--- src/hdl/anbf_pkg.sv ---
package anbf_pkg;

   localparam int MAX_FRAGMENTS_DEFAULT = 32;
   localparam int POSITION_BITS_DEFAULT = 24;

   localparam int OFFSET_W = 24;
   localparam int LENGTH_W = 25;
   localparam int INDEX_W  = 5;
   localparam int BYTE_W   = 8;

   localparam logic [BYTE_W-1:0] START_BYTE = 8'h01;
   // a code confirms once the byte this far past its first zero arrives
   localparam int CONFIRM_DISTANCE = 4;

   localparam int QUEUE_DEPTH = 4;
   localparam int QUEUE_PTR_W = $clog2(QUEUE_DEPTH);
   localparam int QUEUE_LVL_W = $clog2(QUEUE_DEPTH + 1);

   localparam int CSR_ADDR_W  = 3;
   localparam int CSR_DATA_W  = 32;
   localparam int CSR_INDEX_W = CSR_ADDR_W - 2;
   localparam logic [CSR_INDEX_W-1:0] REG_SINGLE_FRAGMENT_MODE = 1'b0;

   typedef struct packed {
      logic [OFFSET_W-1:0] frag_offset;
      logic [LENGTH_W-1:0] frag_length;
      logic [INDEX_W-1:0]  frag_index;
      logic                no_start_code;
      logic                last_fragment;
   } rsp_type;

   typedef struct packed {
      logic first;
      logic second;
   } push_type;

   typedef struct packed {
      logic [QUEUE_LVL_W-1:0] level;
   } queue_status_type;

endpackage

--- src/hdl/anbf_req_if.sv ---
interface anbf_req_if;
   import anbf_pkg::*;

   logic              valid;
   logic              ready;
   logic [BYTE_W-1:0] data_byte;
   logic              frame_end;

   modport source (output valid, output data_byte, output frame_end, input ready);
   modport sink   (input valid, input data_byte, input frame_end, output ready);

endinterface

--- src/hdl/anbf_rsp_if.sv ---
interface anbf_rsp_if;
   import anbf_pkg::*;

   logic                valid;
   logic                ready;
   logic [OFFSET_W-1:0] frag_offset;
   logic [LENGTH_W-1:0] frag_length;
   logic [INDEX_W-1:0]  frag_index;
   logic                no_start_code;
   logic                last_fragment;

   modport source (output valid, output frag_offset, output frag_length,
                   output frag_index, output no_start_code, output last_fragment,
                   input ready);
   modport sink   (input valid, input frag_offset, input frag_length,
                   input frag_index, input no_start_code, input last_fragment,
                   output ready);

endinterface

--- src/hdl/anbf_csr.sv ---
module anbf_csr (
   input  logic                           clock,
   input  logic                           reset,
   input  logic                           psel,
   input  logic                           penable,
   input  logic                           pwrite,
   input  logic [anbf_pkg::CSR_ADDR_W-1:0] paddr,
   input  logic [anbf_pkg::CSR_DATA_W-1:0] pwdata,
   output logic [anbf_pkg::CSR_DATA_W-1:0] prdata,
   output logic                           pready,
   output logic                           single_fragment_mode
);
   import anbf_pkg::*;

   logic                   mode_ff;
   logic                   mode_in;
   logic [CSR_INDEX_W-1:0] reg_index;
   logic                   write_hit;

   assign pready    = 1'b1;
   assign reg_index = paddr[CSR_ADDR_W-1:2];
   assign write_hit = psel && penable && pwrite && pready &&
                      (reg_index == REG_SINGLE_FRAGMENT_MODE);

   always_comb begin
      mode_in = mode_ff;
      if (write_hit) begin
         mode_in = pwdata[0];
      end
   end

   always_ff @(posedge clock) begin
      if (reset) begin
         mode_ff <= 1'b0;
      end else begin
         mode_ff <= mode_in;
      end
   end

   always_comb begin
      prdata = '0;
      if (reg_index == REG_SINGLE_FRAGMENT_MODE) begin
         prdata = CSR_DATA_W'(mode_ff);
      end
   end

   assign single_fragment_mode = mode_ff;

endmodule

--- src/hdl/anbf_scan.sv ---
module anbf_scan #(
   parameter int MAX_FRAGMENTS = anbf_pkg::MAX_FRAGMENTS_DEFAULT,
   parameter int POSITION_BITS = anbf_pkg::POSITION_BITS_DEFAULT
) (
   input  logic                       clock,
   input  logic                       reset,
   input  logic                       item_accept,
   input  logic [anbf_pkg::BYTE_W-1:0] data_byte,
   input  logic                       frame_end,
   input  logic                       single_fragment_mode,
   output anbf_pkg::push_type         push,
   output anbf_pkg::rsp_type          first_rsp,
   output anbf_pkg::rsp_type          second_rsp
);
   import anbf_pkg::*;

   localparam int CNT_W = $clog2(MAX_FRAGMENTS + 1);
   localparam int PB    = POSITION_BITS;

   logic [1:0]       zero_run_ff,      zero_run_in;
   logic [PB-1:0]    byte_position_ff, byte_position_in;
   logic [CNT_W-1:0] frag_count_ff,    frag_count_in;
   logic [PB-1:0]    open_offset_ff,   open_offset_in;
   logic [PB-1:0]    pend_start_ff,    pend_start_in;
   logic             pend_valid_ff,    pend_valid_in;
   logic [2:0]       pend_length_ff,   pend_length_in;

   logic             confirm;
   logic             emit_confirm;
   logic [CNT_W-1:0] count_c;
   logic [PB-1:0]    open_c;
   logic             pend_valid_c;
   logic             detect;
   logic [1:0]       back;
   logic [PB:0]      frame_size;
   logic [PB:0]      final_length;
   logic [PB-1:0]    confirm_length;
   rsp_type          confirm_rsp;
   rsp_type          final_rsp;

   always_comb begin
      confirm = pend_valid_ff &&
                ({1'b0, byte_position_ff} >=
                 ({1'b0, pend_start_ff} + (PB+1)'(CONFIRM_DISTANCE)));
      emit_confirm = confirm && (frag_count_ff != '0);
      count_c      = confirm ? frag_count_ff + CNT_W'(1) : frag_count_ff;
      open_c       = confirm ? pend_start_ff + PB'(pend_length_ff) : open_offset_ff;
      pend_valid_c = pend_valid_ff && !confirm;

      confirm_length = (pend_start_ff >= open_offset_ff) ?
                       pend_start_ff - open_offset_ff : '0;
      confirm_rsp.frag_offset   = OFFSET_W'(open_offset_ff);
      confirm_rsp.frag_length   = LENGTH_W'(confirm_length);
      confirm_rsp.frag_index    = INDEX_W'(frag_count_ff - CNT_W'(1));
      confirm_rsp.no_start_code = 1'b0;
      confirm_rsp.last_fragment = 1'b0;

      back   = (zero_run_ff == 2'd3) ? 2'd3 : 2'd2;
      detect = !single_fragment_mode && !pend_valid_c &&
               (count_c < CNT_W'(MAX_FRAGMENTS)) && (data_byte == START_BYTE) &&
               (zero_run_ff >= 2'd2) && (byte_position_ff >= PB'(back));

      frame_size   = {1'b0, byte_position_ff} + (PB+1)'(1);
      final_length = (frame_size >= {1'b0, open_c}) ?
                     frame_size - {1'b0, open_c} : '0;
      if (single_fragment_mode) begin
         final_rsp.frag_offset   = '0;
         final_rsp.frag_length   = LENGTH_W'(frame_size);
         final_rsp.frag_index    = '0;
         final_rsp.no_start_code = 1'b0;
      end else if (count_c == '0) begin
         final_rsp.frag_offset   = '0;
         final_rsp.frag_length   = '0;
         final_rsp.frag_index    = '0;
         final_rsp.no_start_code = 1'b1;
      end else begin
         final_rsp.frag_offset   = OFFSET_W'(open_c);
         final_rsp.frag_length   = LENGTH_W'(final_length);
         final_rsp.frag_index    = INDEX_W'(count_c - CNT_W'(1));
         final_rsp.no_start_code = 1'b0;
      end
      final_rsp.last_fragment = 1'b1;

      // closing fragment always goes ahead of the frame-end result
      if (emit_confirm) begin
         first_rsp   = confirm_rsp;
         second_rsp  = final_rsp;
         push.first  = item_accept;
         push.second = item_accept && frame_end;
      end else begin
         first_rsp   = final_rsp;
         second_rsp  = final_rsp;
         push.first  = item_accept && frame_end;
         push.second = 1'b0;
      end
   end

   always_comb begin
      zero_run_in      = zero_run_ff;
      byte_position_in = byte_position_ff;
      frag_count_in    = frag_count_ff;
      open_offset_in   = open_offset_ff;
      pend_start_in    = pend_start_ff;
      pend_valid_in    = pend_valid_ff;
      pend_length_in   = pend_length_ff;
      if (item_accept) begin
         if (frame_end) begin
            zero_run_in      = '0;
            byte_position_in = '0;
            frag_count_in    = '0;
            open_offset_in   = '0;
            pend_start_in    = '0;
            pend_valid_in    = 1'b0;
            pend_length_in   = '0;
         end else begin
            frag_count_in  = count_c;
            open_offset_in = open_c;
            pend_valid_in  = pend_valid_c;
            if (detect) begin
               pend_start_in  = byte_position_ff - PB'(back);
               pend_length_in = 3'(back) + 3'd1;
               pend_valid_in  = 1'b1;
            end
            if (data_byte == '0) begin
               if (zero_run_ff != 2'd3) begin
                  zero_run_in = zero_run_ff + 2'd1;
               end
            end else begin
               zero_run_in = '0;
            end
            if (byte_position_ff != '1) begin
               byte_position_in = byte_position_ff + PB'(1);
            end
         end
      end
   end

   always_ff @(posedge clock) begin
      if (reset) begin
         zero_run_ff      <= '0;
         byte_position_ff <= '0;
         frag_count_ff    <= '0;
         open_offset_ff   <= '0;
         pend_start_ff    <= '0;
         pend_valid_ff    <= 1'b0;
         pend_length_ff   <= '0;
      end else begin
         zero_run_ff      <= zero_run_in;
         byte_position_ff <= byte_position_in;
         frag_count_ff    <= frag_count_in;
         open_offset_ff   <= open_offset_in;
         pend_start_ff    <= pend_start_in;
         pend_valid_ff    <= pend_valid_in;
         pend_length_ff   <= pend_length_in;
      end
   end

endmodule

--- src/hdl/anbf_queue.sv ---
module anbf_queue (
   input  logic                        clock,
   input  logic                        reset,
   input  anbf_pkg::push_type          push,
   input  anbf_pkg::rsp_type           first_rsp,
   input  anbf_pkg::rsp_type           second_rsp,
   input  logic                        pop,
   output anbf_pkg::rsp_type           head,
   output anbf_pkg::queue_status_type  status
);
   import anbf_pkg::*;

   rsp_type                entry_ff [QUEUE_DEPTH];
   logic [QUEUE_PTR_W-1:0] wr_ptr_ff, wr_ptr_in;
   logic [QUEUE_PTR_W-1:0] rd_ptr_ff, rd_ptr_in;
   logic [QUEUE_LVL_W-1:0] level_ff,  level_in;
   logic [QUEUE_LVL_W-1:0] push_num;
   logic                   pop_ok;

   always_comb begin
      pop_ok    = pop && (level_ff != '0);
      push_num  = QUEUE_LVL_W'(push.first) + QUEUE_LVL_W'(push.second);
      wr_ptr_in = wr_ptr_ff + QUEUE_PTR_W'(push_num);
      rd_ptr_in = pop_ok ? rd_ptr_ff + QUEUE_PTR_W'(1) : rd_ptr_ff;
      level_in  = level_ff + push_num - QUEUE_LVL_W'(pop_ok);
   end

   always_ff @(posedge clock) begin
      if (push.first) begin
         entry_ff[wr_ptr_ff] <= first_rsp;
      end
      if (push.second) begin
         entry_ff[wr_ptr_ff + QUEUE_PTR_W'(1)] <= second_rsp;
      end
   end

   always_ff @(posedge clock) begin
      if (reset) begin
         wr_ptr_ff <= '0;
         rd_ptr_ff <= '0;
         level_ff  <= '0;
      end else begin
         wr_ptr_ff <= wr_ptr_in;
         rd_ptr_ff <= rd_ptr_in;
         level_ff  <= level_in;
      end
   end

   assign head         = entry_ff[rd_ptr_ff];
   assign status.level = level_ff;

endmodule

--- src/hdl/annexb_nal_fragmenter.sv ---
// Annex B NAL splitter: takes one frame byte per item at up to one item per
// clock, finds 00 00 01 / 00 00 00 01 start codes and returns one offset and
// length item per NAL unit (or one whole-frame item in single-fragment mode,
// or a no_start_code item). An input item is decided in the cycle it is
// accepted and its results land in a four-entry result queue, so results can
// appear the cycle after the byte. A byte that closes a unit and also ends
// the frame yields two results, drained one per cycle while rsp.ready is
// high; input is held off only while the queue has fewer than two free
// entries. A unit is reported when the byte four places past the first zero
// of the next start code arrives, or at frame end.
module annexb_nal_fragmenter #(
   parameter int MAX_FRAGMENTS = anbf_pkg::MAX_FRAGMENTS_DEFAULT,
   parameter int POSITION_BITS = anbf_pkg::POSITION_BITS_DEFAULT
) (
   input  logic                           clock,
   input  logic                           reset,
   anbf_req_if.sink                       req,
   anbf_rsp_if.source                     rsp,
   input  logic                           csr_psel,
   input  logic                           csr_penable,
   input  logic                           csr_pwrite,
   input  logic [anbf_pkg::CSR_ADDR_W-1:0] csr_paddr,
   input  logic [anbf_pkg::CSR_DATA_W-1:0] csr_pwdata,
   output logic [anbf_pkg::CSR_DATA_W-1:0] csr_prdata,
   output logic                           csr_pready
);
   import anbf_pkg::*;

   logic             single_fragment_mode;
   logic             item_accept;
   push_type         push;
   rsp_type          first_rsp;
   rsp_type          second_rsp;
   rsp_type          head;
   queue_status_type status;

   anbf_csr u_csr (
      .clock                (clock),
      .reset                (reset),
      .psel                 (csr_psel),
      .penable              (csr_penable),
      .pwrite               (csr_pwrite),
      .paddr                (csr_paddr),
      .pwdata               (csr_pwdata),
      .prdata               (csr_prdata),
      .pready               (csr_pready),
      .single_fragment_mode (single_fragment_mode)
   );

   assign req.ready   = (status.level <= QUEUE_LVL_W'(QUEUE_DEPTH - 2));
   assign item_accept = req.valid && req.ready;

   anbf_scan #(
      .MAX_FRAGMENTS (MAX_FRAGMENTS),
      .POSITION_BITS (POSITION_BITS)
   ) u_scan (
      .clock                (clock),
      .reset                (reset),
      .item_accept          (item_accept),
      .data_byte            (req.data_byte),
      .frame_end            (req.frame_end),
      .single_fragment_mode (single_fragment_mode),
      .push                 (push),
      .first_rsp            (first_rsp),
      .second_rsp           (second_rsp)
   );

   anbf_queue u_queue (
      .clock      (clock),
      .reset      (reset),
      .push       (push),
      .first_rsp  (first_rsp),
      .second_rsp (second_rsp),
      .pop        (rsp.ready),
      .head       (head),
      .status     (status)
   );

   assign rsp.valid         = (status.level != '0);
   assign rsp.frag_offset   = head.frag_offset;
   assign rsp.frag_length   = head.frag_length;
   assign rsp.frag_index    = head.frag_index;
   assign rsp.no_start_code = head.no_start_code;
   assign rsp.last_fragment = head.last_fragment;

`ifndef ASSERT_OFF
   a_level_bound: assert property (@(posedge clock) disable iff (reset)
      status.level <= QUEUE_LVL_W'(QUEUE_DEPTH))
      else $error("result queue overflow");

   a_frame_end_pushes: assert property (@(posedge clock) disable iff (reset)
      (item_accept && req.frame_end) |=> (status.level >= $past(status.level)))
      else $error("frame end item produced no result");

   a_no_code_fields: assert property (@(posedge clock) disable iff (reset)
      (rsp.valid && rsp.no_start_code) |->
      (rsp.frag_offset == '0 && rsp.frag_length == '0 && rsp.frag_index == '0 &&
       rsp.last_fragment))
      else $error("no_start_code item with nonzero fields");
`endif

endmodule
--- src/flat_wrapper.sv ---
// flat-port wrapper written by rule: the top's interface ports become plain ports
module annexb_nal_fragmenter_flat import anbf_pkg::*;
#(
   parameter int MAX_FRAGMENTS = anbf_pkg::MAX_FRAGMENTS_DEFAULT,
   parameter int POSITION_BITS = anbf_pkg::POSITION_BITS_DEFAULT
)
  (clock, reset, csr_psel, csr_penable, csr_pwrite, csr_paddr, csr_pwdata, csr_prdata, csr_pready, req_valid, req_data_byte, req_frame_end, req_ready, rsp_valid, rsp_frag_offset, rsp_frag_length, rsp_frag_index, rsp_no_start_code, rsp_last_fragment, rsp_ready);
  anbf_req_if req_i ();
  anbf_rsp_if rsp_i ();
  input  logic clock;
  input  logic reset;
  input  logic csr_psel;
  input  logic csr_penable;
  input  logic csr_pwrite;
  input  logic [anbf_pkg::CSR_ADDR_W-1:0] csr_paddr;
  input  logic [anbf_pkg::CSR_DATA_W-1:0] csr_pwdata;
  output logic [anbf_pkg::CSR_DATA_W-1:0] csr_prdata;
  output logic csr_pready;
  input wire logic [$bits(req_i.valid)-1:0] req_valid;
  input wire logic [$bits(req_i.data_byte)-1:0] req_data_byte;
  input wire logic [$bits(req_i.frame_end)-1:0] req_frame_end;
  output wire logic [$bits(req_i.ready)-1:0] req_ready;
  output wire logic [$bits(rsp_i.valid)-1:0] rsp_valid;
  output wire logic [$bits(rsp_i.frag_offset)-1:0] rsp_frag_offset;
  output wire logic [$bits(rsp_i.frag_length)-1:0] rsp_frag_length;
  output wire logic [$bits(rsp_i.frag_index)-1:0] rsp_frag_index;
  output wire logic [$bits(rsp_i.no_start_code)-1:0] rsp_no_start_code;
  output wire logic [$bits(rsp_i.last_fragment)-1:0] rsp_last_fragment;
  input wire logic [$bits(rsp_i.ready)-1:0] rsp_ready;
  assign req_i.valid = req_valid;
  assign req_i.data_byte = req_data_byte;
  assign req_i.frame_end = req_frame_end;
  assign req_ready = req_i.ready;
  assign rsp_valid = rsp_i.valid;
  assign rsp_frag_offset = rsp_i.frag_offset;
  assign rsp_frag_length = rsp_i.frag_length;
  assign rsp_frag_index = rsp_i.frag_index;
  assign rsp_no_start_code = rsp_i.no_start_code;
  assign rsp_last_fragment = rsp_i.last_fragment;
  assign rsp_i.ready = rsp_ready;
  annexb_nal_fragmenter #(.MAX_FRAGMENTS(MAX_FRAGMENTS), .POSITION_BITS(POSITION_BITS)) u_core (.clock(clock), .reset(reset), .req(req_i), .rsp(rsp_i), .csr_psel(csr_psel), .csr_penable(csr_penable), .csr_pwrite(csr_pwrite), .csr_paddr(csr_paddr), .csr_pwdata(csr_pwdata), .csr_prdata(csr_prdata), .csr_pready(csr_pready));
endmodule
--- config.mk ---
export PLATFORM = sky130hd
export DESIGN_NAME = annexb_nal_fragmenter_flat
export DESIGN_NICKNAME = d
export VERILOG_FILES = /design/src/hdl/anbf_pkg.sv /design/src/hdl/anbf_req_if.sv /design/src/hdl/anbf_rsp_if.sv /design/src/hdl/anbf_csr.sv /design/src/hdl/anbf_scan.sv /design/src/hdl/anbf_queue.sv /design/src/hdl/annexb_nal_fragmenter.sv /design/src/flat_wrapper.sv
export SDC_FILE = /design/constraint.sdc
export NUM_CORES = 1
export LEC_CHECK = 0
export BUFFER_PORTS_ARGS = -buffer_cell sky130_fd_sc_hd__buf_4
export CORE_MARGIN = 4
export CORE_UTILIZATION = 55
export CTS_BUF_LIST = sky130_fd_sc_hd__clkbuf_4 sky130_fd_sc_hd__clkbuf_8
export DETAILED_ROUTE_END_ITERATION = 8
export PLACE_DENSITY_LB_ADDON = 0.2
export SLEW_MARGIN = 20
export SYNTH_ARGS = -nofsm -noshare
export SYNTH_HDL_FRONTEND = slang
export SYNTH_HIERARCHICAL = 1
export SYNTH_SLANG_ARGS = --single-unit
--- constraint.sdc ---
create_clock -name clock -period 10 [get_ports clock]
set_input_delay 0.5 -clock clock [delete_from_list [all_inputs] [get_ports clock]]
set_output_delay 0.5 -clock clock [all_outputs]
set_load 0.03 [all_outputs]
==> results.cfg, run 1 <==
[die]
die_y_um = 204.6
dieArea_mm2 = 0.04184
ios = 142
fp.dieW_um = 204.6
rows = 71
floorplan.initialDensity_pct = 56.15
core_mm2 = 0.03784

[final_layout]
final_common_cell = edfxtp_1
finalNetCount = 2166
fill_cells = 3232
drive_gt1_share_pct = 19.27
areaGrowthSynthToFinish_pct = 8.656
diodes = 0
final_cell_mix = 224 x edfxtp_1, 182 x nor2_1, 122 x mux2_1, 121 x nand2_1, 111 x buf_4

[critical_path]
reg2reg_slack_ps = 1460
crit_path_end_kind = flop
worstSetupPathType = reg -> reg
crit_slowest_cell = o21ai_4
critPathLaunchType = flop
critPathMostFrequentCell = ha_1
worstPathMaxFanout = 25
slowest_delay_ps = 750
arrival_ps = 8920
r2r_cells = 25
crit_required_ps = 10380

[synthesis]
synthCells = 1989
synthArstFlopShare_pct = 0
seq_area_frac_synth_pct = 40.42
ys_ff_latch = 317
yosysWarnings = 6
synth_edf_count = 224
synth.distinct_cells = 85
synthFlopType = edfxtp_1
syn-cell-area_mm2 = 0.02125
synth_area_per_cell_um2 = 10.68

[place]
dp_hpwl_um = 39650
gp_congestion = 0.9941
io_buffers = 76

[drt]
ant_nets = 0
dr.pass1.iters = 6
via_per_inst = 6.229
wl_per_cell_um = 22.50
drt_iter0_drc = 1488
drcViolationCount = 0
vias = 16050
routed_wl_um = 57960

[min_path]
hold_class = in -> reg
hold_depth = 3

[clocking]
cts_tree = done
path_clk_slew_ps = 60
numCtsBuffers = 54
root_buffer = clkbuf_8
clockBufferDepth = 3
cts.sink_count = 317
cts_max_level = 2
ctsHoldBuffers = 0
cts_resized = 0
clk_latency_ps = 640
postCtsSetupBuffers = 0

[global_route]
grtUsageTotal_pct = 27.58
overflow = 0
grt_max_degree = 71
grt_pass1_wl_um = 90910
first_global_vias = 15930
antenna_found_initial = 0

[run_status]
status = completed

[pwr]
max-vdd-ir-drop_mv = 0.09383
p_leak_nw = 8.941
cellPowerDensity_mw_per_mm2 = 146.4

[timing]
slew_headroom_pct = 33.61
setup_viol_count_final = 0
rsz0062_at_grt = false
drv_slew = 0
fin_skew_ps = 28.93
period_minus_slack_ps = 8537
worst_pin_slew_ps = 992.8
timing.fmax_ghz = 0.1171
finalHoldViolCount = 0
hold-worst-slack_ps = 128.8
period_share_pct = 85.37
final.setup.tns_ps = 0

[flow_run]
maxCapViolations = 0
where the power goes:
group	switching, W	internal (W)
Sequential	0.0000384	0.00144
Clock	0.000537	0.000662
Combinational	0.000419	0.000283
Total	0.000994	0.00239
synthesized netlist by cell type, drive strengths merged (4+ instances only):
cell type    n  area share [%]
a211oi       8            0.28
a21boi       4            0.14
a21o        31             1.1
a21oi       88             2.1
a221o       17            0.80
a22o        19            0.78
a22oi       21            0.74
a2bb2oi     21            0.87
a31oi       10            0.29
and2        13            0.38
and3        16            0.47
buf         98             3.2
clkbuf      67             1.2
dfxtp       93             8.8
edfxtp     224              32
fa           4            0.38
ha          90             5.3
inv         59             1.0
mux2       230              12
mux2i        7            0.33
mux4        56             5.9
nand2      121             2.1
nand2b      16            0.47
nand3       73             1.7
nand3b       8            0.28
nand4       26            0.87
nor2       184             3.3
nor2b       11            0.32
nor3        31            0.83
nor4        17            0.50
o211a        4            0.19
o211ai       7            0.27
o21a         5            0.18
o21ai       83             2.0
o21bai       6            0.21
o22ai        5            0.15
o31a         4            0.16
o31ai       29             1.0
or2          6            0.18
or3         13            0.41
xnor2       71             2.9
xor2        55             2.3
layout make-up:
type / instances / area, um^2 / area share (%)
sequential: 317 / 8593 / 37.22
inverter: 60 / 225.2 / 0.9755
clock buffer: 82 / 997.2 / 4.319
multi-input combinational: 1477 / 11680 / 50.61
clock inverter: 18 / 115.1 / 0.4986
tap: 511 / 639.4 / 2.769
timing repair buffer: 111 / 833.3 / 3.609
critical path: cells and delay by family, from the launching register on:
kind	cells	cell delay (ps)
compound gates	12	4250
simple gates	6	1440
fa+ha+maj	3	980
buf+inv	2	590
flops	1	500
mux	1	320
xor+xnor	1	170
path summary, 6_finish.rpt:
check                                                                 endpoint                                         start
worst max register to register        u_core/u_queue/entry_ff[0][13]$_DFFE_PP_   u_core/u_scan/pend_start_ff[3]$_SDFFE_PP0P_
worst min-delay path            u_core/u_csr/single_fragment_mode$_SDFFE_PP0P_                                 csr_pwdata[0]
worst max-delay path                  u_core/u_queue/entry_ff[0][13]$_DFFE_PP_   u_core/u_scan/pend_start_ff[3]$_SDFFE_PP0P_
worst min register to register    u_core/u_scan/pend_length_ff[2]$_SDFFE_PP0P_  u_core/u_scan/pend_length_ff[2]$_SDFFE_PP0P_
per-layer routing:
| metal | up-vias | track usage [%] | share of wire, % |
|---|---|---|---|
| met5 | - | 0 | 0 |
| met4 | 0 | 7.705 | 2.0 |
| met3 | 84 | 4.607 | 7.9 |
| met2 | 613 | 44.64 | 47 |
| met1 | 7909 | 38.73 | 43 |
| li1 | 7441 | - | - |
registers in the layout, indices dropped and copies added (netlist names), named ones only:
| register | cells |
|---|---|
| u_core/u_scan/open_offset_ff | 24 |
| u_core/u_scan/pend_length_ff | 2 |
| u_core/u_queue/wr_ptr_ff | 2 |
| u_core/u_scan/pend_valid_ff | 1 |
| u_core/u_scan/frag_count_ff | 6 |
| u_core/u_queue/rd_ptr_ff | 2 |
| u_core/u_queue/entry_ff | 224 |
| u_core/u_queue/status | 3 |
| u_core/u_csr/single_fragment_mode | 1 |
| u_core/u_scan/zero_run_ff | 2 |
| u_core/u_scan/byte_position_ff | 24 |
| u_core/u_scan/pend_start_ff | 24 |
logic make-up (layout without fill, tap and decap cells):
logic type / Yosys count / after routing / synth area share [%]
flops: 317 / 317 / 40.42
buf+inv: 225 / 271 / 5.470
mux: 293 / 293 / 18.45
compound gates: 384 / 384 / 12.26
xor+xnor: 128 / 128 / 5.406
simple gates: 545 / 545 / 12.26
other cells: 3 / 33 / 0.05299
fa+ha+maj: 94 / 94 / 5.677
metrics by stage:
step                      utilization (%)  cell area [um^2]  setup WS, ps  cells  power (W)
after floorplan                         -             21360          1772   2019   0.002005
after global placement              58.07             21970          1870   2476   0.002210
after detailed placement            58.07             21970          1736   2476   0.002214
after CTS                           61.01             23090          1728   2576   0.003418
after global routing                61.01             23090          1070   2576   0.003514
final                               61.01             23090          1463   2576   0.003381
Power figures use the tool's default switching activity.
==> run 2, diff against run 1 <==
--- a/config.mk
+++ b/config.mk
@@ -10,6 +10,7 @@
 export CORE_UTILIZATION = 55
 export CTS_BUF_LIST = sky130_fd_sc_hd__clkbuf_4 sky130_fd_sc_hd__clkbuf_8
 export DETAILED_ROUTE_END_ITERATION = 8
+export GPL_ROUTABILITY_DRIVEN = 1
 export PLACE_DENSITY_LB_ADDON = 0.2
 export SLEW_MARGIN = 20
 export SYNTH_ARGS = -nofsm -noshare
==> constraint.sdc (replaced) <==
create_clock -name clock -period 10.2 [get_ports clock]
set_input_delay 1.02 -clock clock [delete_from_list [all_inputs] [get_ports clock]]
set_output_delay 1.02 -clock clock [all_outputs]
set_load 0.03 [all_outputs]
==> run 2 against run 1 <==
Effect of this change:
- combinational power is essentially flat
- sequential cell count did not move
- critical path depth did not move
- largest cell class unchanged
- highest routed layer unchanged
==> results.cfg, run 2 (synthesized netlist as in run 1, its figures left out) <==
[timing]
finalHoldViolCount = 0
rsz0062_at_grt = false
slew_headroom_pct = 35.59
setup_viol_count_final = 0
worst_pin_slew_ps = 966.1
drv_slew = 0
fin_skew_ps = 38.38
timing.fmax_ghz = 0.1178
period_minus_slack_ps = 8489
final.setup.tns_ps = 0
period_share_pct = 83.23

[global_route]
overflow = 0
grt_max_degree = 64
antenna_found_initial = 1
grt_pass1_wl_um = 91340
grtUsageTotal_pct = 27.87
first_global_vias = 16070

[die]
rows = 71
core_mm2 = 0.03784
ios = 142
floorplan.initialDensity_pct = 56.15
fp.dieW_um = 204.6
die_y_um = 204.6
dieArea_mm2 = 0.04184

[min_path]
hold_class = reg -> reg

[pwr]
swShare_pct = 29.18
power_frac_comb_pct = 20.7
switchingPower_w = 0.0009894
max-vdd-ir-drop_mv = 0.09127
cellPowerDensity_mw_per_mm2 = 146.2
p_leak_nw = 8.995
seqPwrFrac_pct = 42.6
clkPwrFrac_pct = 36.8
internal-power_w = 0.002401

[final_layout]
diodes = 0
stdcell_area_mm2 = 0.02319
largest_reg_flops = 224
final_common_cell = edfxtp_1
fill_cells = 3153
finalNetCount = 2169
largest-register = u_core/u_queue/entry_ff
areaGrowthSynthToFinish_pct = 9.133
finalCoreUtilization_pct = 61.27
final_cell_mix = 224 x edfxtp_1, 182 x nor2_1, 122 x mux2_1, 121 x nand2_1, 113 x buf_4
drive_gt1_share_pct = 19.47

[place]
io_buffers = 76
dp_hpwl_um = 40110
dpl_cell_area_mm2 = 0.02200
gp_congestion = 0.9907

[clocking]
cts.sink_count = 317
cts_resized = 0
cts_tree = done
path_clk_slew_ps = 60
ctsHoldBuffers = 0
postCtsSetupBuffers = 0
root_buffer = clkbuf_8
clockBufferDepth = 3
clk_latency_ps = 660
numCtsBuffers = 55
cts_max_level = 2

[drt]
vias = 16120
via_per_inst = 6.245
wl_per_cell_um = 22.81
drcViolationCount = 0
dr.pass1.iters = 5
routed_wl_um = 58880
ant_nets = 0
drt_iter0_drc = 1306

[run_status]
status = completed

[flow_run]
maxCapViolations = 0

[critical_path]
slowest_delay_ps = 840
worstSetupPathType = reg -> reg
critPathMostFrequentCell = ha_1
worstPathMaxFanout = 34
crit_slowest_cell = o21ai_4
arrival_ps = 8880
crit_path_end_kind = flop
crit_required_ps = 10590
critPathLaunchType = flop
==> run 2: changes by cell type in the layout (fill, tap and decap cells not counted), sizes merged <==
cell	before	now
buf	111	113
bufinv	1	2
clkbuf	82	86
clkinv	15	14
clkinvlp	2	1
==> run 2: final cells by class <==
type	instances	area (um^2)	share of cell area, %
flip-flops and latches	317	8593	37.06
multi-input cells	1477	11690	50.42
well taps	511	639.4	2.757
clock inverters	17	132.6	0.5720
repair buffers	113	848.3	3.658
inverters	60	225.2	0.9712
clock buffers	86	1059	4.565
==> run 2: final timing paths <==
kind                                                 from  slack, ps                                           end  cells past startpoint
max           u_core/u_scan/pend_start_ff[3]$_SDFFE_PP0P_       1710      u_core/u_queue/entry_ff[0][18]$_DFFE_PP_                     25
min          u_core/u_scan/pend_length_ff[2]$_SDFFE_PP0P_        460  u_core/u_scan/pend_length_ff[2]$_SDFFE_PP0P_                      2
max reg2reg   u_core/u_scan/pend_start_ff[3]$_SDFFE_PP0P_       1710      u_core/u_queue/entry_ff[0][18]$_DFFE_PP_                     25
min reg2reg  u_core/u_scan/pend_length_ff[2]$_SDFFE_PP0P_        460  u_core/u_scan/pend_length_ff[2]$_SDFFE_PP0P_                      2
==> run 2: layer usage <==
| layer | vias to the layer above | track usage (%) | wire, um |
|---|---|---|---|
| li1 | 7454 | - | - |
| met1 | 7964 | 38.33 | 25220 |
| met2 | 604 | 43.90 | 26890 |
| met3 | 96 | 6.680 | 5166 |
| met4 | 0 | 9.069 | 1601 |
| met5 | - | 0 | 0 |
==> run 2: metrics by stage <==
step | setup slack [ps] | std cells | total power (W) | hold slack, ps
CTS | 1940 | 2581 | 0.003417 | 457.5
finish | 1711 | 2581 | 0.003390 | 455.0
detailed placement | 2012 | 2478 | 0.002176 | 450.0
global placement | 1968 | 2478 | 0.002168 | 447.2
global route | 1248 | 2581 | 0.003515 | 486.7
floorplan | 1972 | 2019 | 0.001966 | 432.1
==> run 2: power by group through the flow <==
stage / clock network, W / logic [W] / registers (W)
global placement: 0 / 0.000700 / 0.00147
floorplan: 0 / 0.000507 / 0.00146
global route: 0.00133 / 0.000739 / 0.00145
detailed placement: 0 / 0.000706 / 0.00147
finish: 0.00125 / 0.000701 / 0.00144
CTS: 0.00127 / 0.000708 / 0.00144
==> run 2: worst max-delay path: cells and delay by family, from the launching register on <==
| kind | cells | cell delay [ps] |
|---|---|---|
| buf+inv | 2 | 570 |
| compound gates | 11 | 3980 |
| flops | 1 | 510 |
| fa+ha+maj | 3 | 990 |
| xor+xnor | 1 | 170 |
| simple gates | 7 | 1640 |
| mux | 1 | 320 |
